--- config.mk ---
export PLATFORM = sky130hd
export DESIGN_NAME = softmax_top1_classifier_gate
export DESIGN_NICKNAME = d
export VERILOG_FILES = /design/src/rtl/smxgate_pkg.sv /design/src/rtl/softmax_top1_classifier_gate.sv /design/src/rtl/smxgate_rank.sv /design/src/rtl/smxgate_exp.sv /design/src/rtl/smxgate_div.sv
export VERILOG_INCLUDE_DIRS = /design/src /design/src/rtl
export SDC_FILE = /design/constraint.sdc
export NUM_CORES = 2
export LEC_CHECK = 0
export CORE_ASPECT_RATIO = 0.75
export CORE_MARGIN = 3
export CORE_UTILIZATION = 30
export CTS_BUF_LIST = sky130_fd_sc_hd__clkbuf_4
export DETAILED_ROUTE_END_ITERATION = 16
export DONT_BUFFER_PORTS = 1
export HOLD_SLACK_MARGIN = 0.12
export PLACE_DENSITY = 0.56
export SYNTH_ARGS = -nofsm -noshare
export SYNTH_HDL_FRONTEND = slang
export SYNTH_HIERARCHICAL = 1
export SYNTH_SLANG_ARGS = --single-unit
--- constraint.sdc ---
create_clock -name clk -period 6.1 [get_ports clk]
set_input_delay 0.305 -clock clk [delete_from_list [all_inputs] [get_ports clk]]
set_output_delay 0.305 -clock clk [all_outputs]
set_load 0.01 [all_outputs]
--- src/rtl/softmax_top1_classifier_gate_assert.svh ---
// ----------------------------------------------------------------------------
// Assertion macros shared by the classifier gate RTL
// Implication checks with a common clock and synchronous reset guard.
// ----------------------------------------------------------------------------
`ifndef SOFTMAX_TOP1_CLASSIFIER_GATE_ASSERT_SVH
`define SOFTMAX_TOP1_CLASSIFIER_GATE_ASSERT_SVH

// Same-cycle implication.
`define SMXGATE_ASSERT_IMP(lbl, clk, rst, ante, cons) \
  lbl: assert property (@(posedge clk) disable iff (rst) (ante) |-> (cons)) \
    else $error("smxgate: same-cycle check failed");

// Next-cycle implication.
`define SMXGATE_ASSERT_NXT(lbl, clk, rst, ante, cons) \
  lbl: assert property (@(posedge clk) disable iff (rst) (ante) |=> (cons)) \
    else $error("smxgate: next-cycle check failed");

`endif

--- src/rtl/smxgate_pkg.sv ---
// ----------------------------------------------------------------------------
// smxgate_pkg
// Shared widths, stage counts, codes, exp table and transport types.
// ----------------------------------------------------------------------------
`default_nettype none

package smxgate_pkg;

  localparam int NUM_CLASSES = 5;
  localparam int IDX_W       = 3;
  localparam int LOGIT_W     = 16;
  localparam int MARGIN_W    = 16;
  localparam int PROB_W      = 16;

  // result status codes
  typedef enum logic [1:0] {
    ST_EMIT   = 2'd0,
    ST_WEAK   = 2'd1,
    ST_MARGIN = 2'd2,
    ST_PROB   = 2'd3
  } status_t;

  // register map, word index = paddr[3:2]
  localparam logic [1:0] REG_LOGIT_FLOOR = 2'd0;
  localparam logic [1:0] REG_GAP_FLOOR   = 2'd1;
  localparam logic [1:0] REG_PROB_THRESH = 2'd2;

  // exp datapath
  localparam int X_W        = 16;
  localparam int Y_W        = 17;
  localparam int PROD_W     = X_W + Y_W;
  localparam int TERM_W     = 17;
  localparam int SUM_W      = TERM_W + $clog2(NUM_CLASSES);
  localparam int EXP_CUTOFF = 17;
  localparam int EXP_ONE    = 65536;
  localparam logic [Y_W-1:0]    LOG2E_Q16 = Y_W'(94548);
  localparam logic [PROD_W-1:0] ROUND_Q16 = PROD_W'(32768);

  // reciprocal divider
  localparam int NUM_W      = 33;
  localparam int QUO_W      = 17;
  localparam int REM_W      = SUM_W + 1;
  localparam int DIV_SPS    = 2;
  localparam int DIV_STAGES = (QUO_W + DIV_SPS - 1) / DIV_SPS;
  localparam int PROB_MAX   = 65535;

  // pipeline depths
  localparam int RANK_STG = NUM_CLASSES - 1;
  localparam int EXP_STG  = 4;
  localparam int LATENCY  = RANK_STG + EXP_STG + DIV_STAGES + 1;

  typedef logic [LOGIT_W-1:0] logit_t;

  typedef struct packed {
    logic [IDX_W-1:0]   idx;
    logic [LOGIT_W-1:0] top1;
    logic [LOGIT_W-1:0] top2;
  } rank_t;

  typedef struct packed {
    logic [IDX_W-1:0]    class_index;
    logic [LOGIT_W-1:0]  max_logit;
    logic [MARGIN_W-1:0] top_gap;
  } meta_t;

  // round(65536 * 2^(-k/16))
  function automatic logic [TERM_W-1:0] exp2_frac(input logic [3:0] k);
    logic [TERM_W-1:0] v;
    unique case (k)
      4'd0:  v = TERM_W'(65536);
      4'd1:  v = TERM_W'(62757);
      4'd2:  v = TERM_W'(60097);
      4'd3:  v = TERM_W'(57549);
      4'd4:  v = TERM_W'(55109);
      4'd5:  v = TERM_W'(52773);
      4'd6:  v = TERM_W'(50535);
      4'd7:  v = TERM_W'(48393);
      4'd8:  v = TERM_W'(46341);
      4'd9:  v = TERM_W'(44376);
      4'd10: v = TERM_W'(42495);
      4'd11: v = TERM_W'(40693);
      4'd12: v = TERM_W'(38968);
      4'd13: v = TERM_W'(37316);
      4'd14: v = TERM_W'(35734);
      4'd15: v = TERM_W'(34219);
      default: v = '0;
    endcase
    return v;
  endfunction

endpackage

`default_nettype wire

--- src/rtl/softmax_top1_classifier_gate.sv ---
// ----------------------------------------------------------------------------
// softmax_top1_classifier_gate
// Top-1 softmax gate: argmax, margin, winner probability and status gating.
// Pipeline: 4 rank, 4 exp, 9 divider stages, 1 output register.
// Throughput: one transaction per cycle outside reset; the fully pipelined divider sets it.
// The receiver cannot stall, so busy is low whenever reset is released.
// Reset: synchronous, active high; clears all pipeline valid bits and loads
//   the gate registers with their defaults (floors at minimum, threshold 0).
// ----------------------------------------------------------------------------
`default_nettype none

`include "softmax_top1_classifier_gate_assert.svh"

module softmax_top1_classifier_gate (
  input  logic                                   clk,
  input  logic                                   rst,
  // command channel
  input  logic                                   start,
  output logic                                   busy,
  input  logic signed [smxgate_pkg::LOGIT_W-1:0] logit_0,
  input  logic signed [smxgate_pkg::LOGIT_W-1:0] logit_1,
  input  logic signed [smxgate_pkg::LOGIT_W-1:0] logit_2,
  input  logic signed [smxgate_pkg::LOGIT_W-1:0] logit_3,
  input  logic signed [smxgate_pkg::LOGIT_W-1:0] logit_4,
  // result channel, one-cycle strobe
  output logic                                   done,
  output logic [1:0]                             status,
  output logic [smxgate_pkg::IDX_W-1:0]          class_index,
  output logic [smxgate_pkg::PROB_W-1:0]         top_probability,
  output logic signed [smxgate_pkg::LOGIT_W-1:0] max_logit,
  output logic [smxgate_pkg::MARGIN_W-1:0]       top_gap,
  // register port
  input  logic                                   psel,
  input  logic                                   penable,
  input  logic                                   pwrite,
  input  logic [3:0]                             paddr,
  input  logic [31:0]                            pwdata,
  output logic [31:0]                            prdata,
  output logic                                   pready
);
  import smxgate_pkg::*;

  logic [LOGIT_W-1:0]  logit_floor;
  logic [LOGIT_W-1:0]  gap_floor;
  logic [PROB_W-1:0]   prob_threshold;

  logic                in_valid;
  logit_t              logit_in [NUM_CLASSES];

  logic                rank_valid;
  logit_t              rank_logit [NUM_CLASSES];
  rank_t               rank_info;

  logic                exp_valid;
  logic [SUM_W-1:0]    exp_sum;
  meta_t               exp_meta;

  logic                div_valid;
  logic [QUO_W-1:0]    div_quo;
  meta_t               div_meta;

  logic [PROB_W-1:0]   prob_sat;
  status_t             status_next;
  logic                cfg_wr;

  // --------------------------------------------------------------------------
  // Command side: the pipeline takes a new transaction every cycle; only
  // reset holds it off.
  // --------------------------------------------------------------------------
  assign busy     = rst;
  assign in_valid = start && !busy;

  assign logit_in[0] = logit_0;
  assign logit_in[1] = logit_1;
  assign logit_in[2] = logit_2;
  assign logit_in[3] = logit_3;
  assign logit_in[4] = logit_4;

  // --------------------------------------------------------------------------
  // Datapath: rank scan -> exp terms and sum -> reciprocal divider
  // --------------------------------------------------------------------------
  smxgate_rank u_rank (
    .clk       (clk),
    .rst       (rst),
    .in_valid  (in_valid),
    .logit_in  (logit_in),
    .out_valid (rank_valid),
    .logit_out (rank_logit),
    .rank_out  (rank_info)
  );

  smxgate_exp u_exp (
    .clk       (clk),
    .rst       (rst),
    .in_valid  (rank_valid),
    .logit_in  (rank_logit),
    .rank_in   (rank_info),
    .out_valid (exp_valid),
    .sum_out   (exp_sum),
    .meta_out  (exp_meta)
  );

  smxgate_div u_div (
    .clk       (clk),
    .rst       (rst),
    .in_valid  (exp_valid),
    .den_in    (exp_sum),
    .meta_in   (exp_meta),
    .out_valid (div_valid),
    .quo_out   (div_quo),
    .meta_out  (div_meta)
  );

  // --------------------------------------------------------------------------
  // Gating. The winner alone gives a sum of 1.0, so the quotient can reach
  // exactly 1.0 and must be clipped into Q0.16. Gates are tried in order:
  // weak maximum, small margin, low probability. Dropped transactions still
  // carry all computed fields.
  // --------------------------------------------------------------------------
  always_comb begin
    if (div_quo > QUO_W'(PROB_MAX)) begin
      prob_sat = PROB_W'(PROB_MAX);
    end else begin
      prob_sat = div_quo[PROB_W-1:0];
    end

    if ($signed(div_meta.max_logit) < $signed(logit_floor)) begin
      status_next = ST_WEAK;
    end else if ($signed({1'b0, div_meta.top_gap})
                 < $signed({gap_floor[LOGIT_W-1], gap_floor})) begin
      // margin is unsigned, the floor signed: compare one bit wider
      status_next = ST_MARGIN;
    end else if (prob_sat < prob_threshold) begin
      status_next = ST_PROB;
    end else begin
      status_next = ST_EMIT;
    end
  end

  always_ff @(posedge clk) begin
    if (rst) begin
      done <= 1'b0;
    end else begin
      done <= div_valid;
    end
    status          <= status_next;
    class_index     <= div_meta.class_index;
    top_probability <= prob_sat;
    max_logit       <= div_meta.max_logit;
    top_gap         <= div_meta.top_gap;
  end

  // --------------------------------------------------------------------------
  // Register port: zero wait states, writes to unmapped words are dropped
  // --------------------------------------------------------------------------
  assign pready = 1'b1;
  assign cfg_wr = psel && penable && pwrite && pready;

  always_ff @(posedge clk) begin
    if (rst) begin
      logit_floor    <= LOGIT_W'(16'h8000);
      gap_floor      <= LOGIT_W'(16'h8000);
      prob_threshold <= '0;
    end else if (cfg_wr) begin
      unique case (paddr[3:2])
        REG_LOGIT_FLOOR: logit_floor    <= pwdata[LOGIT_W-1:0];
        REG_GAP_FLOOR:   gap_floor      <= pwdata[LOGIT_W-1:0];
        REG_PROB_THRESH: prob_threshold <= pwdata[PROB_W-1:0];
        default: ;
      endcase
    end
  end

  always_comb begin
    unique case (paddr[3:2])
      REG_LOGIT_FLOOR: prdata = {{(32-LOGIT_W){logit_floor[LOGIT_W-1]}}, logit_floor};
      REG_GAP_FLOOR:   prdata = {{(32-LOGIT_W){gap_floor[LOGIT_W-1]}}, gap_floor};
      REG_PROB_THRESH: prdata = {{(32-PROB_W){1'b0}}, prob_threshold};
      default:         prdata = '0;
    endcase
  end

  `SMXGATE_ASSERT_IMP(a_latency, clk, rst, done, $past(start && !busy, LATENCY))
  `SMXGATE_ASSERT_IMP(a_index_range, clk, rst, done, class_index < IDX_W'(NUM_CLASSES))

endmodule

`default_nettype wire

--- src/rtl/smxgate_rank.sv ---
// ----------------------------------------------------------------------------
// smxgate_rank
// Scan pipeline: top-1 (first index on ties) and top-2 logit, one class a stage.
// ----------------------------------------------------------------------------
`default_nettype none

`include "softmax_top1_classifier_gate_assert.svh"

module smxgate_rank (
  input  logic                clk,
  input  logic                rst,
  input  logic                in_valid,
  input  smxgate_pkg::logit_t logit_in  [smxgate_pkg::NUM_CLASSES],
  output logic                out_valid,
  output smxgate_pkg::logit_t logit_out [smxgate_pkg::NUM_CLASSES],
  output smxgate_pkg::rank_t  rank_out
);
  import smxgate_pkg::*;

  logic   vld     [RANK_STG];
  logit_t lg      [RANK_STG][NUM_CLASSES];
  rank_t  rk      [RANK_STG];
  rank_t  rk_next [RANK_STG];

  always_comb begin
    // first stage pairs classes 0 and 1; strict compare keeps the lower index
    if ($signed(logit_in[1]) > $signed(logit_in[0])) begin
      rk_next[0].idx  = IDX_W'(1);
      rk_next[0].top1 = logit_in[1];
      rk_next[0].top2 = logit_in[0];
    end else begin
      rk_next[0].idx  = '0;
      rk_next[0].top1 = logit_in[0];
      rk_next[0].top2 = logit_in[1];
    end
    for (int s = 1; s < RANK_STG; s++) begin
      rk_next[s] = rk[s-1];
      if ($signed(lg[s-1][s+1]) > $signed(rk[s-1].top1)) begin
        rk_next[s].idx  = IDX_W'(s + 1);
        rk_next[s].top1 = lg[s-1][s+1];
        rk_next[s].top2 = rk[s-1].top1;
      end else if ($signed(lg[s-1][s+1]) > $signed(rk[s-1].top2)) begin
        rk_next[s].top2 = lg[s-1][s+1];
      end
    end
  end

  always_ff @(posedge clk) begin
    if (rst) begin
      for (int s = 0; s < RANK_STG; s++) vld[s] <= 1'b0;
    end else begin
      vld[0] <= in_valid;
      for (int s = 1; s < RANK_STG; s++) vld[s] <= vld[s-1];
    end
    lg[0] <= logit_in;
    for (int s = 1; s < RANK_STG; s++) lg[s] <= lg[s-1];
    for (int s = 0; s < RANK_STG; s++) rk[s] <= rk_next[s];
  end

  assign out_valid = vld[RANK_STG-1];
  assign logit_out = lg[RANK_STG-1];
  assign rank_out  = rk[RANK_STG-1];

  `SMXGATE_ASSERT_IMP(a_rank_order, clk, rst, out_valid, $signed(rank_out.top1) >= $signed(rank_out.top2))

endmodule

`default_nettype wire

--- src/rtl/smxgate_exp.sv ---
// ----------------------------------------------------------------------------
// smxgate_exp
// Distance to max, log2(e) scaling, table-and-shift exp, term sum.
// ----------------------------------------------------------------------------
`default_nettype none

`include "softmax_top1_classifier_gate_assert.svh"

module smxgate_exp (
  input  logic                           clk,
  input  logic                           rst,
  input  logic                           in_valid,
  input  smxgate_pkg::logit_t            logit_in [smxgate_pkg::NUM_CLASSES],
  input  smxgate_pkg::rank_t             rank_in,
  output logic                           out_valid,
  output logic [smxgate_pkg::SUM_W-1:0]  sum_out,
  output smxgate_pkg::meta_t             meta_out
);
  import smxgate_pkg::*;

  logic                vld    [EXP_STG];
  meta_t               meta_q [EXP_STG];

  logic [LOGIT_W:0]    diff   [NUM_CLASSES];
  logic [LOGIT_W:0]    mdiff;
  logic [X_W-1:0]      x      [NUM_CLASSES];
  logic [PROD_W-1:0]   prod   [NUM_CLASSES];
  logic [Y_W-1:0]      y      [NUM_CLASSES];
  logic [TERM_W-1:0]   term_next [NUM_CLASSES];
  logic [TERM_W-1:0]   term   [NUM_CLASSES];
  logic [SUM_W-1:0]    acc;
  logic [SUM_W-1:0]    sum;

  always_comb begin
    // distances are never negative: top1 is the maximum
    for (int i = 0; i < NUM_CLASSES; i++) begin
      diff[i] = {rank_in.top1[LOGIT_W-1], rank_in.top1}
              - {logit_in[i][LOGIT_W-1], logit_in[i]};
    end
    mdiff = {rank_in.top1[LOGIT_W-1], rank_in.top1}
          - {rank_in.top2[LOGIT_W-1], rank_in.top2};

    for (int i = 0; i < NUM_CLASSES; i++) begin
      prod[i] = PROD_W'(x[i]) * PROD_W'(LOG2E_Q16) + ROUND_Q16;
    end

    // y = integer part n (bits 16:8), fraction index k (bits 7:4)
    for (int i = 0; i < NUM_CLASSES; i++) begin
      if (y[i][Y_W-1:8] >= (Y_W-8)'(EXP_CUTOFF)) begin
        term_next[i] = '0;
      end else begin
        term_next[i] = exp2_frac(y[i][7:4]) >> y[i][12:8];
      end
    end

    acc = '0;
    for (int i = 0; i < NUM_CLASSES; i++) acc = acc + SUM_W'(term[i]);
  end

  always_ff @(posedge clk) begin
    if (rst) begin
      for (int s = 0; s < EXP_STG; s++) vld[s] <= 1'b0;
    end else begin
      vld[0] <= in_valid;
      for (int s = 1; s < EXP_STG; s++) vld[s] <= vld[s-1];
    end
    meta_q[0].class_index <= rank_in.idx;
    meta_q[0].max_logit   <= rank_in.top1;
    meta_q[0].top_gap     <= mdiff[MARGIN_W-1:0];
    for (int s = 1; s < EXP_STG; s++) meta_q[s] <= meta_q[s-1];
    for (int i = 0; i < NUM_CLASSES; i++) begin
      x[i]    <= diff[i][X_W-1:0];
      y[i]    <= prod[i][PROD_W-1:16];
      term[i] <= term_next[i];
    end
    sum <= acc;
  end

  assign out_valid = vld[EXP_STG-1];
  assign sum_out   = sum;
  assign meta_out  = meta_q[EXP_STG-1];

  `SMXGATE_ASSERT_NXT(a_winner_dist, clk, rst, in_valid, x[meta_q[0].class_index] == '0)
  `SMXGATE_ASSERT_IMP(a_sum_floor, clk, rst, out_valid, sum_out >= SUM_W'(EXP_ONE))

endmodule

`default_nettype wire

--- src/rtl/smxgate_div.sv ---
// ----------------------------------------------------------------------------
// smxgate_div
// Pipelined restoring divider: (2^32 + sum/2) / sum, two quotient bits a stage.
// ----------------------------------------------------------------------------
`default_nettype none

`include "softmax_top1_classifier_gate_assert.svh"

module smxgate_div (
  input  logic                           clk,
  input  logic                           rst,
  input  logic                           in_valid,
  input  logic [smxgate_pkg::SUM_W-1:0]  den_in,
  input  smxgate_pkg::meta_t             meta_in,
  output logic                           out_valid,
  output logic [smxgate_pkg::QUO_W-1:0]  quo_out,
  output smxgate_pkg::meta_t             meta_out
);
  import smxgate_pkg::*;

  logic [NUM_W-1:0] num_in;

  logic             vld      [DIV_STAGES];
  logic [REM_W-1:0] rem      [DIV_STAGES];
  logic [QUO_W-1:0] quo      [DIV_STAGES];
  logic [QUO_W-1:0] nlo      [DIV_STAGES];
  logic [SUM_W-1:0] den      [DIV_STAGES];
  meta_t            meta_q   [DIV_STAGES];
  logic [REM_W-1:0] rem_next [DIV_STAGES];
  logic [QUO_W-1:0] quo_next [DIV_STAGES];

  // rounded reciprocal numerator; sum/2 < 2^32 so the add is a concatenation
  assign num_in = {1'b1, (NUM_W-1)'(den_in >> 1)};

  always_comb begin
    logic [REM_W-1:0] r;
    logic [QUO_W-1:0] q;
    logic [QUO_W-1:0] nm;
    logic [SUM_W-1:0] dd;
    for (int j = 0; j < DIV_STAGES; j++) begin
      if (j == 0) begin
        // quotient < 2^17, so the top bits start below the divisor
        r  = REM_W'(num_in[NUM_W-1:QUO_W]);
        q  = '0;
        nm = num_in[QUO_W-1:0];
        dd = den_in;
      end else begin
        r  = rem[j-1];
        q  = quo[j-1];
        nm = nlo[j-1];
        dd = den[j-1];
      end
      for (int t = j * DIV_SPS; t < (j + 1) * DIV_SPS && t < QUO_W; t++) begin
        r = {r[REM_W-2:0], nm[QUO_W-1-t]};
        if (r >= REM_W'(dd)) begin
          r = r - REM_W'(dd);
          q[QUO_W-1-t] = 1'b1;
        end
      end
      rem_next[j] = r;
      quo_next[j] = q;
    end
  end

  always_ff @(posedge clk) begin
    if (rst) begin
      for (int j = 0; j < DIV_STAGES; j++) vld[j] <= 1'b0;
    end else begin
      vld[0] <= in_valid;
      for (int j = 1; j < DIV_STAGES; j++) vld[j] <= vld[j-1];
    end
    nlo[0]    <= num_in[QUO_W-1:0];
    den[0]    <= den_in;
    meta_q[0] <= meta_in;
    for (int j = 1; j < DIV_STAGES; j++) begin
      nlo[j]    <= nlo[j-1];
      den[j]    <= den[j-1];
      meta_q[j] <= meta_q[j-1];
    end
    for (int j = 0; j < DIV_STAGES; j++) begin
      rem[j] <= rem_next[j];
      quo[j] <= quo_next[j];
    end
  end

  assign out_valid = vld[DIV_STAGES-1];
  assign quo_out   = quo[DIV_STAGES-1];
  assign meta_out  = meta_q[DIV_STAGES-1];

  `SMXGATE_ASSERT_IMP(a_quo_bound, clk, rst, out_valid, quo_out <= QUO_W'(EXP_ONE))

endmodule

`default_nettype wire
# Word level (Yosys, flattened, before mapping)
# Memories as Yosys holds them, arrays and structs flattened. A register that Yosys moved wholly into a read port is not among the register bits.
# Index checks and enable logic that the tools add are counted.
dict set report op_classes {
  n_addsub 32
  mul 5
  n_div 0
  order_cmp 33
  eq_ne 2
  shift 5
  muxes 78
  n_bitwise 17
  reduce_logical 8
}
# cell count
set ops {}
lappend ops {{>= comparator 21 x 20 -> 1 bit} 16}
lappend ops {{two-way mux 21 bit} 9}
lappend ops {{subtractor 21 x 20 -> 21 bit} 9}
lappend ops {{two-way mux 17 bit} 10}
lappend ops {{adder 33 x 16 -> 33 bit (second input constant)} 5}
lappend ops {{two-way mux 20 bit} 8}
lappend ops {{multiplier 16 x 15 -> 31 bit (second input constant)} 5}
lappend ops {{subtractor 20 bit} 7}
lappend ops {{greater-than comparator 16 bit} 7}
lappend ops {{two-way mux 16 bit} 7}
lappend ops {{case mux 32 bit (3 select lines)} 1}
lappend ops {{subtractor 16 bit} 6}
lappend ops {{>> shifter 17 x 5 -> 17 bit} 5}
lappend ops {{adder 20 x 17 -> 20 bit} 3}
lappend ops {{two-way mux 19 bit} 3}
lappend ops {{>= comparator 9 x 5 -> 1 bit (second input constant)} 5}
lappend ops {{two-way mux 1 bit} 37}
lappend ops {{two-way mux 33 bit} 1}
lappend ops {{< comparator 16 bit} 2}
lappend ops {{>= comparator 17 x 20 -> 1 bit} 1}
lappend ops {{subtractor 17 x 20 -> 20 bit} 1}
lappend ops {{adder 17 x 17 -> 18 bit} 1}
lappend ops {{greater-than comparator 17 x 16 -> 1 bit (second input constant)} 1}
lappend ops {{< comparator 17 x 16 -> 1 bit} 1}
lappend ops {{other kinds (8)} 29}
dict set report totals {
  ff_bits 121
  latchBits 0
  mem_bits_rw 1857
  mem_bits_ro 1360
  input_bits 122
  output_inout_bits 88
  memories 19
}
# memory words width read_ports rd_ports_with_merged_regs wr line_no
set memory_table {}
lappend memory_table {u_rank.lg 4 80 4 0 4 smxgate_rank.sv:21} ;# logit_t lg [RANK_STG][NUM_CLASSES];
lappend memory_table {u_div.meta_q 9 35 9 0 9 smxgate_div.sv:28} ;# meta_t meta_q [DIV_STAGES];
lappend memory_table {{(name not given)} 16 17 1 0 0 smxgate_pkg.sv:69} ;# unique case (k)
lappend memory_table {{(name not given)} 16 17 1 0 0 smxgate_pkg.sv:69}
lappend memory_table {{(name not given)} 16 17 1 0 0 smxgate_pkg.sv:69}
lappend memory_table {{(name not given)} 16 17 1 0 0 smxgate_pkg.sv:69}
lappend memory_table {{13 more memories} n/a n/a n/a n/a n/a n/a}

# Depth between registers and ports, before layout
# An unclocked memory read counts as a cell.
dict set report logic_depth {
  word_depth 6
  mapped_depth 24
}

# Modules after synthesis
# Netlist, hierarchy kept.
# mod n_inst cells_each area_each_um2
set modules_own_cells {}
lappend modules_own_cells {smxgate_exp 1 4631 42188.0}
lappend modules_own_cells {smxgate_div 1 3318 33512.1}
lappend modules_own_cells {smxgate_rank 1 1102 14233.7}
lappend modules_own_cells {softmax_top1_classifier_gate 1 520 4540.6}

# Worst setup path after synthesis
# OpenSTA, ideal clock, no wires.
dict set report synth_timing {
  kind {register -> register}
  start {memory u_exp.x[1][1], in the netlist u_exp/x[0][17]}
  end {memory u_exp.y[1][16], in the netlist u_exp/y[0][33]}
  setup_time_ns 0.125
  t_arrival_ns 6.576
  slack_ns -0.601
  stages_incl_launch_ff 23
  period_less_slack_ns 6.701
  cell_sequence {dfxtp_1 ha_1 inv_1 fa_1 inv_1 fa_1 fa_1 fa_1 inv_1 fa_1 inv_1 ha_1 a21oi_1 o21ai_1 a221oi_2 a21oi_1 a311o_1 or3_4 or4_4 or3b_4 o21ai_2 o311ai_2 xnor2_1}
}
# item line_no
set synth_rtl {}
lappend synth_rtl {{start, declared} smxgate_exp.sv:26} ;# logic [X_W-1:0] x [NUM_CLASSES];
lappend synth_rtl {{end, declared} smxgate_exp.sv:28} ;# logic [Y_W-1:0] y [NUM_CLASSES];

==> impl_metrics.ini <==
[clocking]
clk_latency_ns = 1.26
root_buffer = clkbuf_4
clk_pin_slew_worst_paths_ns = 0.08
cts-htree-levels = 5
clockBufferDepth = 4
cts_sinks = 1689
numCtsBuffers = 389
cts_tree = done

[die]
die_h_um = 492
core_region_area_sq_um = 312000
initial_utilization_pct = 30.3
num_rows = 177
design.die.area_sq_um = 322000
fp.dieW_um = 654
io_pins = 210

[yosys]
synth_ff_type = dfxtp_1
yosys-top-cells-area = dfxtp_1 (36%), ha_1 (17%), fa_1 (8.5%)
ys_seq_elements = 1689
post_synth.cell_area_avg_sq_um = 9.87
synth_edf_count = 0
ys_async_sr_fraction_pct = 0
synth-simple-area-share_pct = 9.73
synth_cell_types = 115
synth_fa_ha_area_share_pct = 25.7
syn_nets = 11400
synth_top_family_by_area = adder cells
yosys_warnings = 6
netlist_area_sq_um = 94500
yosysSeqAreaShare_pct = 35.8
yosysTopAreaCell = dfxtp_1
syn_inst = 9571
synth-compound-area-share_pct = 12.0
synthMuxAreaShare_pct = 6.00
yosysTopAreaCellShare_pct = 35.8
synth_xor_area_share_pct = 4.34

[global_routing]
grt.overflow.total = 0
grt_util_all_layers_pct = 14.7
antenna_found_initial = 26
grt_max_degree = 68
grt_pass1_vias = 66700
grt_pass1_wl_um = 377000

[placed_design]
hpwlAfterDp_um = 189000
dp.cells = 14000
io_buffers = 0
gp_congestion = 0.890

[sta]
setup_slack_ns = -0.285
rsz0062_at_grt = yes
finClkSkew_ns = 0.142
worst_pin_slew_ns = 1.40
fin_crit_sh_pct = 105
finalHoldViolations = 0
fin_tns_setup_ns = -0.876
slew_headroom_pct = 5.49
max_freq_mhz = 157
setup_viol_count_final = 9
finalCriticalPeriod_ns = 6.39
slew_violations = 0

[finish]
area_growth_pct = 20.0
final_cell_mix = dfxtp_1 (1653), inv_1 (1309), ha_1 (1241)
finalNetCount = 12500
final_common_cell = dfxtp_1
layout.cells.non_filler = 15100
drive_above_1_share_pct = 17.1
fillers = 31400

[route]
via_per_inst = 4.55
drtPass1Iterations = 6
wirelength_um = 242000
ant_nets = 0
drcViolationCount = 0
dr_total_vias = 68600
drt_iter0_drc = 4323
wl_per_cell_um = 16.1

[worst_setup_path]
rr_startpoint = u_exp/x[0][25]
endpoint_kind = register
crit_type = reg -> reg
startpoint = u_exp/x[0][25]
reg2regPathDepth = 22
critPathTopFamily = adder cells
critPathBufInv = 4
start_kind = register
crit_path_max_fanout = 5
worstPathArrival_ns = 7.51
cp_slowest_stage_delay_ns = 0.55
crit_chain = buf_4 > ha_1 > ha_1 > ha_1 > ha_1 > fa_1 > inv_1 > fa_1 > inv_1 > ha_1 > buf_4 > nand3_2 > a211oi_4 > o311ai_4 > a21bo_1 > a311o_1 > or3_4 > or4_4 > or3b_4 > o21ai_2 > o311ai_2 > xnor2_1
r2r_end = u_exp/y[0][33]
critPathSlowestCell = fa_1
rrSetupSlack_ns = -0.29
cp.required_ns = 7.23
crit_top_cell = ha_1

[hold_path]
hold_path_class = reg -> reg
min_from = u_div/meta_q[2][67]
min_to = u_div/meta_q[3][32]
holdPathStages = 0

[run_status]
status = finished with violations
failed_checks = negative setup slack

[flow_run]
maxCapViolations = 0
==> repair_timing <==
action | 4_1_cts | 5_1_grt
setup buffers | 25 | 32
pin swaps | 118 | 106
resized for setup | 147 | 182
endpoints found under the hold margin | 179 | 0
setup endpoints to repair | 24 | 146
hold buffers | 320 | 0
==> registers in the layout, indices dropped and copies added, names as in the netlist <==
| signal | flops |
|---|---|
| class_index | 3 |
| u_div/rem | 160 |
| u_exp/sum_out | 20 |
| u_exp/x | 80 |
| u_div/quo | 89 |
| top_probability | 16 |
| prob_threshold | 16 |
| u_exp/term | 85 |
| done | 1 |
| u_div/meta_q | 315 |
| u_rank/vld | 4 |
| u_exp/meta_q | 140 |
| status | 2 |
| gap_floor | 16 |
| u_exp/vld | 4 |
| logit_floor | 16 |
| u_div/den | 160 |
| u_rank/lg | 320 |
| u_rank/rk | 136 |
| u_div/vld | 9 |
| top_gap | 16 |
| max_logit | 16 |
| u_exp/y | 65 |
==> worst max-delay path by stage <==
stage / endpoint / slack, ns / depth (start not counted)
floorplan: u_exp/y[0][33] / -0.19 / 23
global placement: u_exp/y[0][33] / -0.35 / 22
detailed placement: u_exp/y[0][16] / -0.40 / 24
CTS: u_exp/y[0][33] / -0.26 / 22
global route: u_exp/y[0][33] / -0.54 / 22
finish: u_exp/y[0][33] / -0.29 / 22
==> layer usage <==
metal | wire length [um] | up-vias | global-route usage (%)
li1 | - | 35100 | -
met1 | 129000 | 31600 | 22.8
met2 | 93600 | 1611 | 20.1
met3 | 14600 | 321 | 3.07
met4 | 4990 | 6 | 3.62
met5 | 32 | - | 0
==> logic make-up after synthesis <==
group                      count (synthesis)
DFF                                     1689
adders and majority gates               1699
and+or+nand+nor                         1893
xor gates and xnor gates                 468
other                                      1
muxes                                    506
AOI/OAI and AO/OA                       1758
buffers and inverters                   1557
==> final cells by class <==
type	instances	area [sq um]	area share [%]
multi-input cells	6325	56400	49.7
flip-flops and latches	1689	33900	29.9
repair buffers	904	7860	6.93
well taps	4117	5150	4.54
inverters	1350	5070	4.47
clock buffers	529	3970	3.50
clock inverters	152	1040	0.919
diodes	9	22.5	0.0199
==> worst reg2reg max path, cell delays in order (launching register included) <==
cell	delay, ns
dfxtp_1	0.34
buf_4	0.16
ha_1	0.33
ha_1	0.29
ha_1	0.29
ha_1	0.32
fa_1	0.55
inv_1	0.06
fa_1	0.53
inv_1	0.04
ha_1	0.33
buf_4	0.13
nand3_2	0.11
a211oi_4	0.42
o311ai_4	0.16
a21bo_1	0.23
a311o_1	0.37
or3_4	0.34
or4_4	0.53
or3b_4	0.42
o21ai_2	0.13
o311ai_2	0.12
xnor2_1	0.13
==> synth_stat cells, types with 49 or more instances <==
cell and count:
nor2b_1 114, nand4_1 84, ha_1 1300, clkbuf_1 103, mux2_2 278, nand3_1 150, and3_1 58, o21a_1 66
nand2_1 482, xor2_1 140, a21oi_1 513, fa_1 399, inv_1 1344, xnor2_1 328, nor2_1 536, a211oi_1 102
mux2i_1 171, a21o_1 169, dfxtp_1 1689, o21ai_0 404, a21boi_0 55, o31ai_1 49, nand2b_1 65, nor3_1 150
==> through the flow <==
step | util, % | cell area [sq um] | hold WS, ns | setup slack (ns)
2_1_floorplan | - | 94700 | 0.310 | -0.186
3_3_place_gp | 33.0 | 103000 | 0.310 | -0.350
3_5_place_dp | 33.0 | 103000 | 0.312 | -0.400
4_1_cts | 36.0 | 112000 | 0.123 | -0.263
5_1_grt | 36.4 | 113000 | 0.166 | -0.543
6_report | 36.4 | 113000 | 0.259 | -0.285
Power is left out: the tool's default activity adds up to more than one toggle a clock period on the data nets, which glitch-free logic cannot reach.
